==> config.mk <==
export PLATFORM = sky130hd
export DESIGN_NAME = band_level_smoothing_peak_hold_unit
export DESIGN_NICKNAME = d
export VERILOG_FILES = /design/src/sv/blsph_pkg.sv /design/src/sv/blsph_ram.sv /design/src/sv/blsph_div.sv /design/src/sv/band_level_smoothing_peak_hold_unit.sv
export VERILOG_INCLUDE_DIRS = /design/src /design/src/sv
export SDC_FILE = /design/constraint.sdc
export NUM_CORES = 2
export LEC_CHECK = 0
export CORE_MARGIN = 2
export CORE_UTILIZATION = 35
export CTS_BUF_LIST = sky130_fd_sc_hd__clkbuf_4 sky130_fd_sc_hd__clkbuf_8 sky130_fd_sc_hd__clkbuf_16
export DETAILED_ROUTE_END_ITERATION = 10
export DONT_BUFFER_PORTS = 1
export PLACE_DENSITY = 0.49
export SYNTH_ARGS = -nofsm -noshare
export SYNTH_HDL_FRONTEND = slang
export SYNTH_HIERARCHICAL = 1
export SYNTH_SLANG_ARGS = --single-unit
==> constraint.sdc <==
create_clock -name clk -period 8.75 [get_ports clk]
set_input_delay 0.875 -clock clk [delete_from_list [all_inputs] [get_ports clk]]
set_output_delay 0.875 -clock clk [all_outputs]
set_load 0.1 [all_outputs]
==> src/sv/assert_macros.svh <==
// assertion macros used by the top-level unit
// every property is sampled on clk and disabled while rst_n is low
`ifndef ASSERT_MACROS_SVH
`define ASSERT_MACROS_SVH

// same-cycle implication
`define BLSPH_ASSERT_IMP(name, ante, cons, msg) \
    name: assert property (@(posedge clk) disable iff (!rst_n) (ante) |-> (cons)) \
        else $error(msg);

// next-cycle implication
`define BLSPH_ASSERT_NXT(name, ante, cons, msg) \
    name: assert property (@(posedge clk) disable iff (!rst_n) (ante) |=> (cons)) \
        else $error(msg);

`endif

==> src/sv/blsph_pkg.sv <==
`timescale 1ns / 1ps

package blsph_pkg;

    // q1.15 full scale
    localparam logic [15:0] ONE_Q15    = 16'h8000;
    // q0.16 full scale, the sum of both smoothing weights
    localparam logic [16:0] WEIGHT_ONE = 17'h10000;
    // rounding term of the smoothing sum
    localparam logic [34:0] ROUND_HALF = 35'h0_0000_8000;
    // quotient bits after the leading one
    localparam logic [3:0]  DIV_STEPS  = 4'd15;

    localparam logic        EQ_MODE_RST      = 1'b1;
    localparam logic [7:0]  GRAPH_HEIGHT_RST = 8'd48;
    localparam logic [7:0]  TOP_ROW_RST      = 8'd8;
    localparam logic [7:0]  BOTTOM_ROW_RST   = 8'd55;
    localparam logic [15:0] KEEP_WEIGHT_RST  = 16'd52429;
    localparam logic [15:0] DECAY_STEP_RST   = 16'd164;

    typedef struct packed {
        logic [3:0]  band;
        logic [17:0] level;
    } in_item_t;

    typedef struct packed {
        logic [3:0] band_out;
        logic [7:0] bar_height;
        logic [7:0] bar_top;
        logic       peak_shown;
        logic [7:0] peak_row;
    } out_item_t;

    // one word per band in the state memory
    typedef struct packed {
        logic [17:0] smoothed;
        logic [15:0] peak;
        logic [15:0] decay;
    } band_entry_t;

    typedef enum logic [2:0] {
        CFG_EQ_MODE      = 3'd0,
        CFG_GRAPH_HEIGHT = 3'd1,
        CFG_TOP_ROW      = 3'd2,
        CFG_BOTTOM_ROW   = 3'd3,
        CFG_KEEP_WEIGHT  = 3'd4,
        CFG_DECAY_STEP   = 3'd5
    } cfg_index_t;

    typedef enum logic [3:0] {
        S_IDLE,
        S_READ,
        S_MUL_OLD,
        S_MUL_NEW,
        S_SUM,
        S_HEIGHT,
        S_DIV_GO,
        S_DIV,
        S_DECAY,
        S_SQUARE,
        S_SUB,
        S_PIX,
        S_WRITE
    } state_t;

    // pixel count to screen row, clamped up to top then down to bottom
    function automatic logic [7:0] row_of(input logic [7:0] bottom, input logic [7:0] top,
                                          input logic [8:0] pixels);
        logic signed [9:0] r;
        r = $signed({2'b00, bottom}) - $signed({1'b0, pixels});
        if (r < $signed({2'b00, top}))
        begin
            r = $signed({2'b00, top});
        end
        if (r > $signed({2'b00, bottom}))
        begin
            r = $signed({2'b00, bottom});
        end
        return r[7:0];
    endfunction

endpackage

==> src/sv/blsph_ram.sv <==
`timescale 1ns / 1ps

module blsph_ram #(
    parameter int WIDTH = 8,
    parameter int DEPTH = 16
) (
    input  logic                     clk,
    input  logic                     we,
    input  logic [$clog2(DEPTH)-1:0] waddr,
    input  logic [WIDTH-1:0]         wdata,
    input  logic                     re,
    input  logic [$clog2(DEPTH)-1:0] raddr,
    output logic [WIDTH-1:0]         rdata
);

    logic [WIDTH-1:0] mem [DEPTH];
    logic [WIDTH-1:0] rdata_reg;

    always_ff @(posedge clk)
    begin
        if (we)
        begin
            mem[waddr] <= wdata;
        end
        if (re)
        begin
            rdata_reg <= mem[raddr];
        end
    end

    assign rdata = rdata_reg;

endmodule

==> src/sv/blsph_div.sv <==
`timescale 1ns / 1ps

// restoring divider, one quotient bit a cycle
// quotient = floor(dividend * 32768 / divisor), dividend <= divisor
module blsph_div (
    input  logic        clk,
    input  logic        rst_n,
    input  logic        start,
    input  logic [7:0]  dividend,
    input  logic [7:0]  divisor,
    output logic        done,
    output logic [15:0] quotient
);

    logic        busy_reg;
    logic        done_reg;
    logic        zero_reg;
    logic [3:0]  cnt_reg;
    logic [7:0]  div_reg;
    logic [7:0]  rem_reg;
    logic [15:0] quot_reg;

    logic        lead_one;
    logic [7:0]  rem_first;
    logic [8:0]  rem_shift;
    logic        bit_ge;
    logic [7:0]  rem_next;

    always_comb
    begin
        lead_one  = (dividend >= divisor);
        rem_first = lead_one ? 8'(dividend - divisor) : dividend;
        rem_shift = {rem_reg, 1'b0};
        bit_ge    = (rem_shift >= {1'b0, div_reg});
        rem_next  = bit_ge ? 8'(rem_shift - {1'b0, div_reg}) : rem_shift[7:0];
    end

    always_ff @(posedge clk or negedge rst_n)
    begin
        if (!rst_n)
        begin
            busy_reg <= 1'b0;
            done_reg <= 1'b0;
            cnt_reg  <= '0;
        end
        else
        begin
            done_reg <= 1'b0;
            if (start)
            begin
                busy_reg <= 1'b1;
                cnt_reg  <= blsph_pkg::DIV_STEPS;
            end
            else if (busy_reg)
            begin
                cnt_reg <= cnt_reg - 4'd1;
                if (cnt_reg == 4'd1)
                begin
                    busy_reg <= 1'b0;
                    done_reg <= 1'b1;
                end
            end
        end
    end

    always_ff @(posedge clk)
    begin
        if (start)
        begin
            zero_reg <= (divisor == 8'd0);
            div_reg  <= divisor;
            rem_reg  <= rem_first;
            quot_reg <= {15'd0, lead_one};
        end
        else if (busy_reg)
        begin
            rem_reg  <= rem_next;
            quot_reg <= {quot_reg[14:0], bit_ge};
        end
    end

    assign done     = done_reg;
    // zero graph height gives a zero quotient
    assign quotient = zero_reg ? 16'd0 : quot_reg;

endmodule

==> src/sv/band_level_smoothing_peak_hold_unit.sv <==
`timescale 1ns / 1ps

// channel   direction  handshake                   payload
// item      in         item_valid / item_stall     blsph_pkg::in_item_t (band, level)
// result    out        result_valid / result_stall blsph_pkg::out_item_t
// cfg       in         cfg_valid / cfg_ready       cfg_index (3 bit), cfg_data (16 bit)
//
// one item at a time: a new item is taken only once the last has left write-back;
// on the way the sequencer starts a serial division of the bar height by graph_height
// the next item is taken while a finished result still waits in the output register
// reset clears the config registers and the per-band valid bits; an entry not yet
// written reads as zero, so no clearing pass is needed
// a stalled result holds the sequencer in write-back only when a second result is ready

`include "assert_macros.svh"

module band_level_smoothing_peak_hold_unit #(
    parameter int NUM_BANDS = 16
) (
    input  logic                 clk,
    input  logic                 rst_n,

    input  logic                 item_valid,
    output logic                 item_stall,
    input  blsph_pkg::in_item_t  item,

    output logic                 result_valid,
    input  logic                 result_stall,
    output blsph_pkg::out_item_t result,

    input  logic                 cfg_valid,
    output logic                 cfg_ready,
    input  logic [2:0]           cfg_index,
    input  logic [15:0]          cfg_data
);

    localparam int BAND_AW   = $clog2(NUM_BANDS);
    localparam int SLOTS     = 1 << BAND_AW;
    localparam int ENTRY_W   = $bits(blsph_pkg::band_entry_t);

    // configuration registers
    logic        eq_mode_reg;
    logic [7:0]  graph_height_reg;
    logic [7:0]  top_row_reg;
    logic [7:0]  bottom_row_reg;
    logic [15:0] keep_weight_reg;
    logic [15:0] decay_step_reg;

    // sequencer
    blsph_pkg::state_t state_reg;
    blsph_pkg::state_t state_next;

    // per-band written flags, cleared at reset
    logic [SLOTS-1:0] valid_reg;

    // item registers
    logic [3:0]         band_reg;
    logic [17:0]        level_reg;
    logic [BAND_AW-1:0] addr_reg;
    logic               track_reg;
    logic               rd_valid_reg;

    // working registers
    logic [17:0] s_reg;
    logic [15:0] pk_reg;
    logic [15:0] d_reg;
    logic [34:0] prod_reg;
    logic [33:0] acc_reg;
    logic [15:0] v_reg;
    logic [7:0]  height_reg;
    logic [15:0] norm_reg;
    logic        rise_reg;

    // output register
    blsph_pkg::out_item_t result_reg;
    logic                 result_valid_reg;

    // combinational
    logic                   accept;
    logic [BAND_AW+3:0]     band_ext;
    logic                   in_range;
    logic [BAND_AW-1:0]     band_addr;
    logic                   ram_re;
    logic                   ram_we;
    logic [ENTRY_W-1:0]     ram_rdata;
    blsph_pkg::band_entry_t entry;
    blsph_pkg::band_entry_t wr_entry;
    logic                   div_start;
    logic                   div_done;
    logic [15:0]            div_quot;
    logic                   out_busy;
    logic                   load_result;
    logic [17:0]            mul_a;
    logic [16:0]            mul_b;
    logic [34:0]            mul_p;
    logic [16:0]            new_weight;
    logic [34:0]            smooth_sum;
    logic [17:0]            s_new;
    logic [17:0]            v_pick;
    logic [16:0]            d_sum;
    logic [15:0]            d_sat;
    logic [15:0]            sq;
    logic [16:0]            pk_diff;
    logic [15:0]            pk_fall;
    logic                   shown;
    blsph_pkg::out_item_t   result_new;

    assign cfg_ready    = 1'b1;
    assign item_stall   = (state_reg != blsph_pkg::S_IDLE);
    assign accept       = item_valid && !item_stall;
    assign out_busy     = result_valid_reg && result_stall;
    assign result_valid = result_valid_reg;
    assign result       = result_reg;

    // band range check at any NUM_BANDS
    assign band_ext  = {{BAND_AW{1'b0}}, item.band};
    assign in_range  = (band_ext < (BAND_AW + 4)'(NUM_BANDS));
    assign band_addr = band_ext[BAND_AW-1:0];

    // config writes
    always_ff @(posedge clk or negedge rst_n)
    begin
        if (!rst_n)
        begin
            eq_mode_reg      <= blsph_pkg::EQ_MODE_RST;
            graph_height_reg <= blsph_pkg::GRAPH_HEIGHT_RST;
            top_row_reg      <= blsph_pkg::TOP_ROW_RST;
            bottom_row_reg   <= blsph_pkg::BOTTOM_ROW_RST;
            keep_weight_reg  <= blsph_pkg::KEEP_WEIGHT_RST;
            decay_step_reg   <= blsph_pkg::DECAY_STEP_RST;
        end
        else if (cfg_valid && cfg_ready)
        begin
            case (cfg_index)
                blsph_pkg::CFG_EQ_MODE:      eq_mode_reg      <= cfg_data[0];
                blsph_pkg::CFG_GRAPH_HEIGHT: graph_height_reg <= cfg_data[7:0];
                blsph_pkg::CFG_TOP_ROW:      top_row_reg      <= cfg_data[7:0];
                blsph_pkg::CFG_BOTTOM_ROW:   bottom_row_reg   <= cfg_data[7:0];
                blsph_pkg::CFG_KEEP_WEIGHT:  keep_weight_reg  <= cfg_data;
                blsph_pkg::CFG_DECAY_STEP:   decay_step_reg   <= cfg_data;
                default: ;
            endcase
        end
    end

    // band state memory, at most one read and one write-back per item
    blsph_ram #(
        .WIDTH (ENTRY_W),
        .DEPTH (NUM_BANDS)
    ) u_state_ram (
        .clk   (clk),
        .we    (ram_we),
        .waddr (addr_reg),
        .wdata (wr_entry),
        .re    (ram_re),
        .raddr (band_addr),
        .rdata (ram_rdata)
    );

    // never-written bands read as zero
    assign entry    = rd_valid_reg ? blsph_pkg::band_entry_t'(ram_rdata) : '0;
    assign wr_entry = '{smoothed: s_reg, peak: pk_reg, decay: d_reg};

    blsph_div u_div (
        .clk      (clk),
        .rst_n    (rst_n),
        .start    (div_start),
        .dividend (height_reg),
        .divisor  (graph_height_reg),
        .done     (div_done),
        .quotient (div_quot)
    );

    // state register
    always_ff @(posedge clk or negedge rst_n)
    begin
        if (!rst_n)
        begin
            state_reg <= blsph_pkg::S_IDLE;
        end
        else
        begin
            state_reg <= state_next;
        end
    end

    // next state and control
    always_comb
    begin
        state_next  = state_reg;
        ram_re      = 1'b0;
        ram_we      = 1'b0;
        div_start   = 1'b0;
        load_result = 1'b0;
        case (state_reg)
            blsph_pkg::S_IDLE:
            begin
                if (accept)
                begin
                    ram_re     = eq_mode_reg && in_range;
                    state_next = blsph_pkg::S_READ;
                end
            end
            blsph_pkg::S_READ:    state_next = blsph_pkg::S_MUL_OLD;
            blsph_pkg::S_MUL_OLD: state_next = blsph_pkg::S_MUL_NEW;
            blsph_pkg::S_MUL_NEW: state_next = blsph_pkg::S_SUM;
            blsph_pkg::S_SUM:     state_next = blsph_pkg::S_HEIGHT;
            blsph_pkg::S_HEIGHT:  state_next = blsph_pkg::S_DIV_GO;
            blsph_pkg::S_DIV_GO:
            begin
                div_start  = 1'b1;
                state_next = blsph_pkg::S_DIV;
            end
            blsph_pkg::S_DIV:
            begin
                if (div_done)
                begin
                    state_next = blsph_pkg::S_DECAY;
                end
            end
            blsph_pkg::S_DECAY:   state_next = blsph_pkg::S_SQUARE;
            blsph_pkg::S_SQUARE:  state_next = blsph_pkg::S_SUB;
            blsph_pkg::S_SUB:     state_next = blsph_pkg::S_PIX;
            blsph_pkg::S_PIX:     state_next = blsph_pkg::S_WRITE;
            blsph_pkg::S_WRITE:
            begin
                if (!out_busy)
                begin
                    ram_we      = track_reg;
                    load_result = 1'b1;
                    state_next  = blsph_pkg::S_IDLE;
                end
            end
            default: state_next = blsph_pkg::S_IDLE;
        endcase
    end

    // shared multiplier operands, product is registered
    assign new_weight = blsph_pkg::WEIGHT_ONE - {1'b0, keep_weight_reg};

    always_comb
    begin
        mul_a = '0;
        mul_b = '0;
        case (state_reg)
            blsph_pkg::S_MUL_OLD:
            begin
                mul_a = s_reg;
                mul_b = {1'b0, keep_weight_reg};
            end
            blsph_pkg::S_MUL_NEW:
            begin
                mul_a = level_reg;
                mul_b = new_weight;
            end
            blsph_pkg::S_HEIGHT:
            begin
                mul_a = {2'b00, v_reg};
                mul_b = {9'd0, graph_height_reg};
            end
            blsph_pkg::S_SQUARE:
            begin
                mul_a = {2'b00, d_reg};
                mul_b = {1'b0, d_reg};
            end
            blsph_pkg::S_PIX:
            begin
                mul_a = {2'b00, pk_reg};
                mul_b = {9'd0, graph_height_reg};
            end
            default: ;
        endcase
        mul_p = mul_a * mul_b;
    end

    // datapath helpers
    always_comb
    begin
        // rounded smoothing sum, kept to 18 bits
        smooth_sum = {1'b0, acc_reg} + prod_reg + blsph_pkg::ROUND_HALF;
        s_new      = smooth_sum[33:16];
        v_pick     = track_reg ? s_new : level_reg;

        // decay term grows and saturates at one
        d_sum = {1'b0, d_reg} + {1'b0, decay_step_reg};
        d_sat = (d_sum > {1'b0, blsph_pkg::ONE_Q15}) ? blsph_pkg::ONE_Q15 : d_sum[15:0];

        // peak falls by the squared decay but not below the current height
        sq      = prod_reg[30:15];
        pk_diff = {1'b0, pk_reg} - {1'b0, sq};
        if (pk_diff[16] || (pk_diff[15:0] < norm_reg))
        begin
            pk_fall = norm_reg;
        end
        else
        begin
            pk_fall = pk_diff[15:0];
        end

        shown = track_reg && (pk_reg != 16'd0);

        result_new.band_out   = band_reg;
        result_new.bar_height = height_reg;
        result_new.bar_top    = blsph_pkg::row_of(bottom_row_reg, top_row_reg,
                                                  {1'b0, height_reg});
        result_new.peak_shown = shown;
        result_new.peak_row   = shown ? blsph_pkg::row_of(bottom_row_reg, top_row_reg,
                                                          {1'b0, prod_reg[22:15]}) : 8'd0;
    end

    // working registers
    always_ff @(posedge clk)
    begin
        case (state_reg)
            blsph_pkg::S_IDLE:
            begin
                if (accept)
                begin
                    band_reg  <= item.band;
                    level_reg <= item.level;
                    addr_reg  <= band_addr;
                    track_reg <= eq_mode_reg && in_range;
                end
            end
            blsph_pkg::S_READ:
            begin
                s_reg  <= entry.smoothed;
                pk_reg <= entry.peak;
                d_reg  <= entry.decay;
            end
            blsph_pkg::S_MUL_OLD:
            begin
                prod_reg <= mul_p;
            end
            blsph_pkg::S_MUL_NEW:
            begin
                acc_reg  <= prod_reg[33:0];
                prod_reg <= mul_p;
            end
            blsph_pkg::S_SUM:
            begin
                s_reg <= s_new;
                v_reg <= (v_pick > {2'b00, blsph_pkg::ONE_Q15}) ? blsph_pkg::ONE_Q15
                                                                : v_pick[15:0];
            end
            blsph_pkg::S_HEIGHT:
            begin
                // v <= one, so the height never passes graph_height
                height_reg <= mul_p[22:15];
            end
            blsph_pkg::S_DECAY:
            begin
                norm_reg <= div_quot;
                rise_reg <= (div_quot > pk_reg);
                d_reg    <= (div_quot > pk_reg) ? 16'd0 : d_sat;
            end
            blsph_pkg::S_SQUARE:
            begin
                prod_reg <= mul_p;
            end
            blsph_pkg::S_SUB:
            begin
                pk_reg <= rise_reg ? norm_reg : pk_fall;
            end
            blsph_pkg::S_PIX:
            begin
                prod_reg <= mul_p;
            end
            blsph_pkg::S_WRITE:
            begin
                if (load_result)
                begin
                    result_reg <= result_new;
                end
            end
            default: ;
        endcase
    end

    // read flag is registered alongside the memory read, so it lines up with the read data
    always_ff @(posedge clk or negedge rst_n)
    begin
        if (!rst_n)
        begin
            rd_valid_reg <= 1'b0;
        end
        else if (accept)
        begin
            rd_valid_reg <= ram_re && valid_reg[band_addr];
        end
    end

    // written flags and output valid
    always_ff @(posedge clk or negedge rst_n)
    begin
        if (!rst_n)
        begin
            valid_reg        <= '0;
            result_valid_reg <= 1'b0;
        end
        else
        begin
            if (ram_we)
            begin
                valid_reg[addr_reg] <= 1'b1;
            end
            if (load_result)
            begin
                result_valid_reg <= 1'b1;
            end
            else if (!result_stall)
            begin
                result_valid_reg <= 1'b0;
            end
        end
    end

    // checks
    `BLSPH_ASSERT_IMP(a_div_done_waiting, div_done, state_reg == blsph_pkg::S_DIV, "divider finished outside its wait state")
    `BLSPH_ASSERT_IMP(a_norm_in_range, state_reg == blsph_pkg::S_DECAY, div_quot <= blsph_pkg::ONE_Q15, "normalized height above one")
    `BLSPH_ASSERT_IMP(a_decay_in_range, state_reg == blsph_pkg::S_SQUARE, d_reg <= blsph_pkg::ONE_Q15, "decay term above one")
    `BLSPH_ASSERT_NXT(a_transfer_reads, accept, state_reg == blsph_pkg::S_READ && item_stall, "transfer did not start a memory read")

endmodule
==> reports/results.ini <==
[outcome]
outcome=completed

[final_layout]
drive_gt1_share_pct=16.11
seq_area_um2=34850
nets=4865
largest_reg_flops=800
area_delta_synth_final_pct=13.06
multiInputGateArea_um2=23760
num-fill-cells=15840

[placed_design]
hpwl_mm=116.2
port_buffers=0
gp_congestion=0.8744

[synth]
synth.mux.area_fraction_pct=9.843
syn_nets=4767
synth-adder-area-share_pct=14.22
synth-edff-count=1079
synthTopCellsByArea=edfxtp_1 53%, fa_1 8.1%, mux4_2 7.6%
synth_simple_gate_area_share_pct=6.579
yosys_most_used_dff=edfxtp_1
yosys.cell_count.top_type=edfxtp_1
synth.distinct_cells=92
synth_top_cell_by_area=edfxtp_1
async_reset_ff_share_pct=7.209
ys_warn_count=6
ys_ff_latch=1179
synth_top_family_by_area=adder cells
synthXorXnorAreaFrac_pct=1.475
avgSynthCellArea_um2=14.49
synth_area_um2=60570
ys_seq_area_share_pct=57.54
synth_compound_area_share_pct=6.674
netlist.area_leader.share_pct=53.49
syn_inst=4179
yosys-top-cells-count=1079 x edfxtp_1, 409 x inv_1, 378 x nand2_1

[critical_path]
worstSetupStartpointType=register
crit_fanout=19
startpoint=state_reg[2]
cp.required_ns=9.24
cp_slowest_cell=fa_1
critical_path_class=register to register
end_kind=register
reg2reg_from=state_reg[2]
cpPeakStageDelay_ns=0.55
r2r.worst_path.cells=28
arrival_ns=8.78

[global_routing]
grtUsageMet2_pct=32.39
grt_max_degree=206
grt_first_pass_wirelength_mm=254.0
grt_use_total_pct=19.94
grt_overflow_total=0
grtUsageMet3_pct=2.967
antenna_found_initial=17
grt_pass1_vias=36040
grt-busiest-layer=met2
grt_use_met1_pct=27.67

[flow_run]
drv_cap=0

[clock_tree]
cts.path.max_buffers=3
path_clk_slew_ns=0.06
clock_latency_ns=0.77
cts-buffers-inserted=132
clock_sinks=1179
cts_root_buffer=clkbuf_16
cts_tree=done
htreeDepth=4

[floorplanning]
dieArea_um2=176400
rows=152
io_pins=78
die_x_um=420.0
core_um2=171700
initial_core_util_pct=35.27
die_h_um=420.0

[sta]
maxSlewHeadroom_pct=14.20
min_period_over_period_pct=94.76
setup-violations-final=0
fmax_ghz=0.1206
fin_skew_ns=0.05880
rsz0062_at_grt=no
tns_ns=0
drv_slew=0
hold_viol=0
period_needed_ns=8.292
worst_slew_pin_slew_ns=1.278

[route]
routed-via-count=35620
avgViaCountPerCell=5.313
drt_iter0_drc=3145
dr.pass1.iters=6
antenna_left=0
routed_wl_mm=174.9
drc=0
wire_per_inst_um=26.09

[power]
power.density_nw_per_um2=316.7
irDropWorstVdd_mv=0.1988
finalPower_w=0.02169
p_leak_nw=25.62

[min_path]
hold_class=primary input to async pin

-- metrics by stage --
step,setup slack [ns],cells,hold slack (ns),instance area (µm²),utilization [%]
after floorplan,0.3605,4179,0.4226,60570,-
final,0.4582,6704,0.05311,68480,39.88
after CTS,0.1545,6690,0.003418,68400,39.83
after global placement,0.3122,6449,0.4320,63890,37.20
after detailed placement,0.2282,6449,0.4431,63890,37.20
after global routing,0.08283,6700,0.03631,68470,39.87
-- area by class of cell --
class | count | share of cell area (%)
sequential | 1179 | 50.89
multi-input combinational | 2431 | 34.69
clock buffer | 157 | 5.141
tap | 2310 | 4.220
inverter | 411 | 2.253
clock inverter | 83 | 1.398
timing repair buffer | 122 | 1.367
antenna | 11 | 0.04019
-- critical path: cells and delay by family (launching register included) --
| kind | cells | cell delay, ns |
|---|---|---|
| adder cells (fa/ha/maj) | 7 | 2.94 |
| AO/OA/AOI/OAI | 8 | 2.31 |
| AND/OR/NAND/NOR | 5 | 1.48 |
| buffers and inverters | 7 | 0.65 |
| flip-flops | 1 | 0.54 |
| XOR/XNOR | 1 | 0.08 |
-- cells in the final DEF (no fill, tap or decap), types with 23 or more instances in the layout --
master	instances
buf_4	121
o21ai_0	97
nor2b_1	44
xnor2_1	72
fa_1	244
clkbuf_16	133
nand2b_1	32
clkinv_1	23
inv_1	408
mux2_2	68
a21oi_1	126
ha_1	298
mux2i_1	55
nor2_1	148
nand3_1	57
nand2_1	378
edfxtp_1	1079
and2_1	57
a22oi_1	123
mux4_2	205
xor2_1	30
nor3_1	37
dfrtp_1	64
o21a_1	36
a21o_1	40
-- layer usage --
layer	up-vias	wire (µm)
li1	15650	-
met1	18810	77310
met2	959	83890
met3	196	9234
met4	4	4413
met5	-	27
-- where the power goes --
| group | total, W | switching [W] | internal (W) |
|---|---|---|---|
| clock | 0.00567 | 0.00239 | 0.00328 |
| sequential | 0.00750 | 0.000512 | 0.00698 |
| combinational | 0.00852 | 0.00527 | 0.00324 |
-- logic make-up after synthesis --
logic type | Yosys count
DFF | 1179
and+or+nand+nor | 865
AOI/OAI and AO/OA | 591
buffers and inverters | 569
adders and majority gates | 542
muxes | 330
xor gates and xnor gates | 102
other | 1
-- path summary, 6_finish.rpt --
path,to,slack [ns]
worst max-delay path,prod_reg[33],0.46
worst min-delay path,graph_height_reg[2],0.05
worst max register to register,prod_reg[33],0.46
worst min register to register,acc_reg[0],0.45
max in group asynchronous,keep_weight_reg[11],8.27
min in group clk,level_reg[6],0.20
-- repair_timing --
action	in CTS	in global routing
hold buffers	1	0
resized for setup	0	7
hold endpoints to repair	85	0
setup endpoints to repair	0	4
setup buffers	0	3
Power figures use the tool's default switching activity.
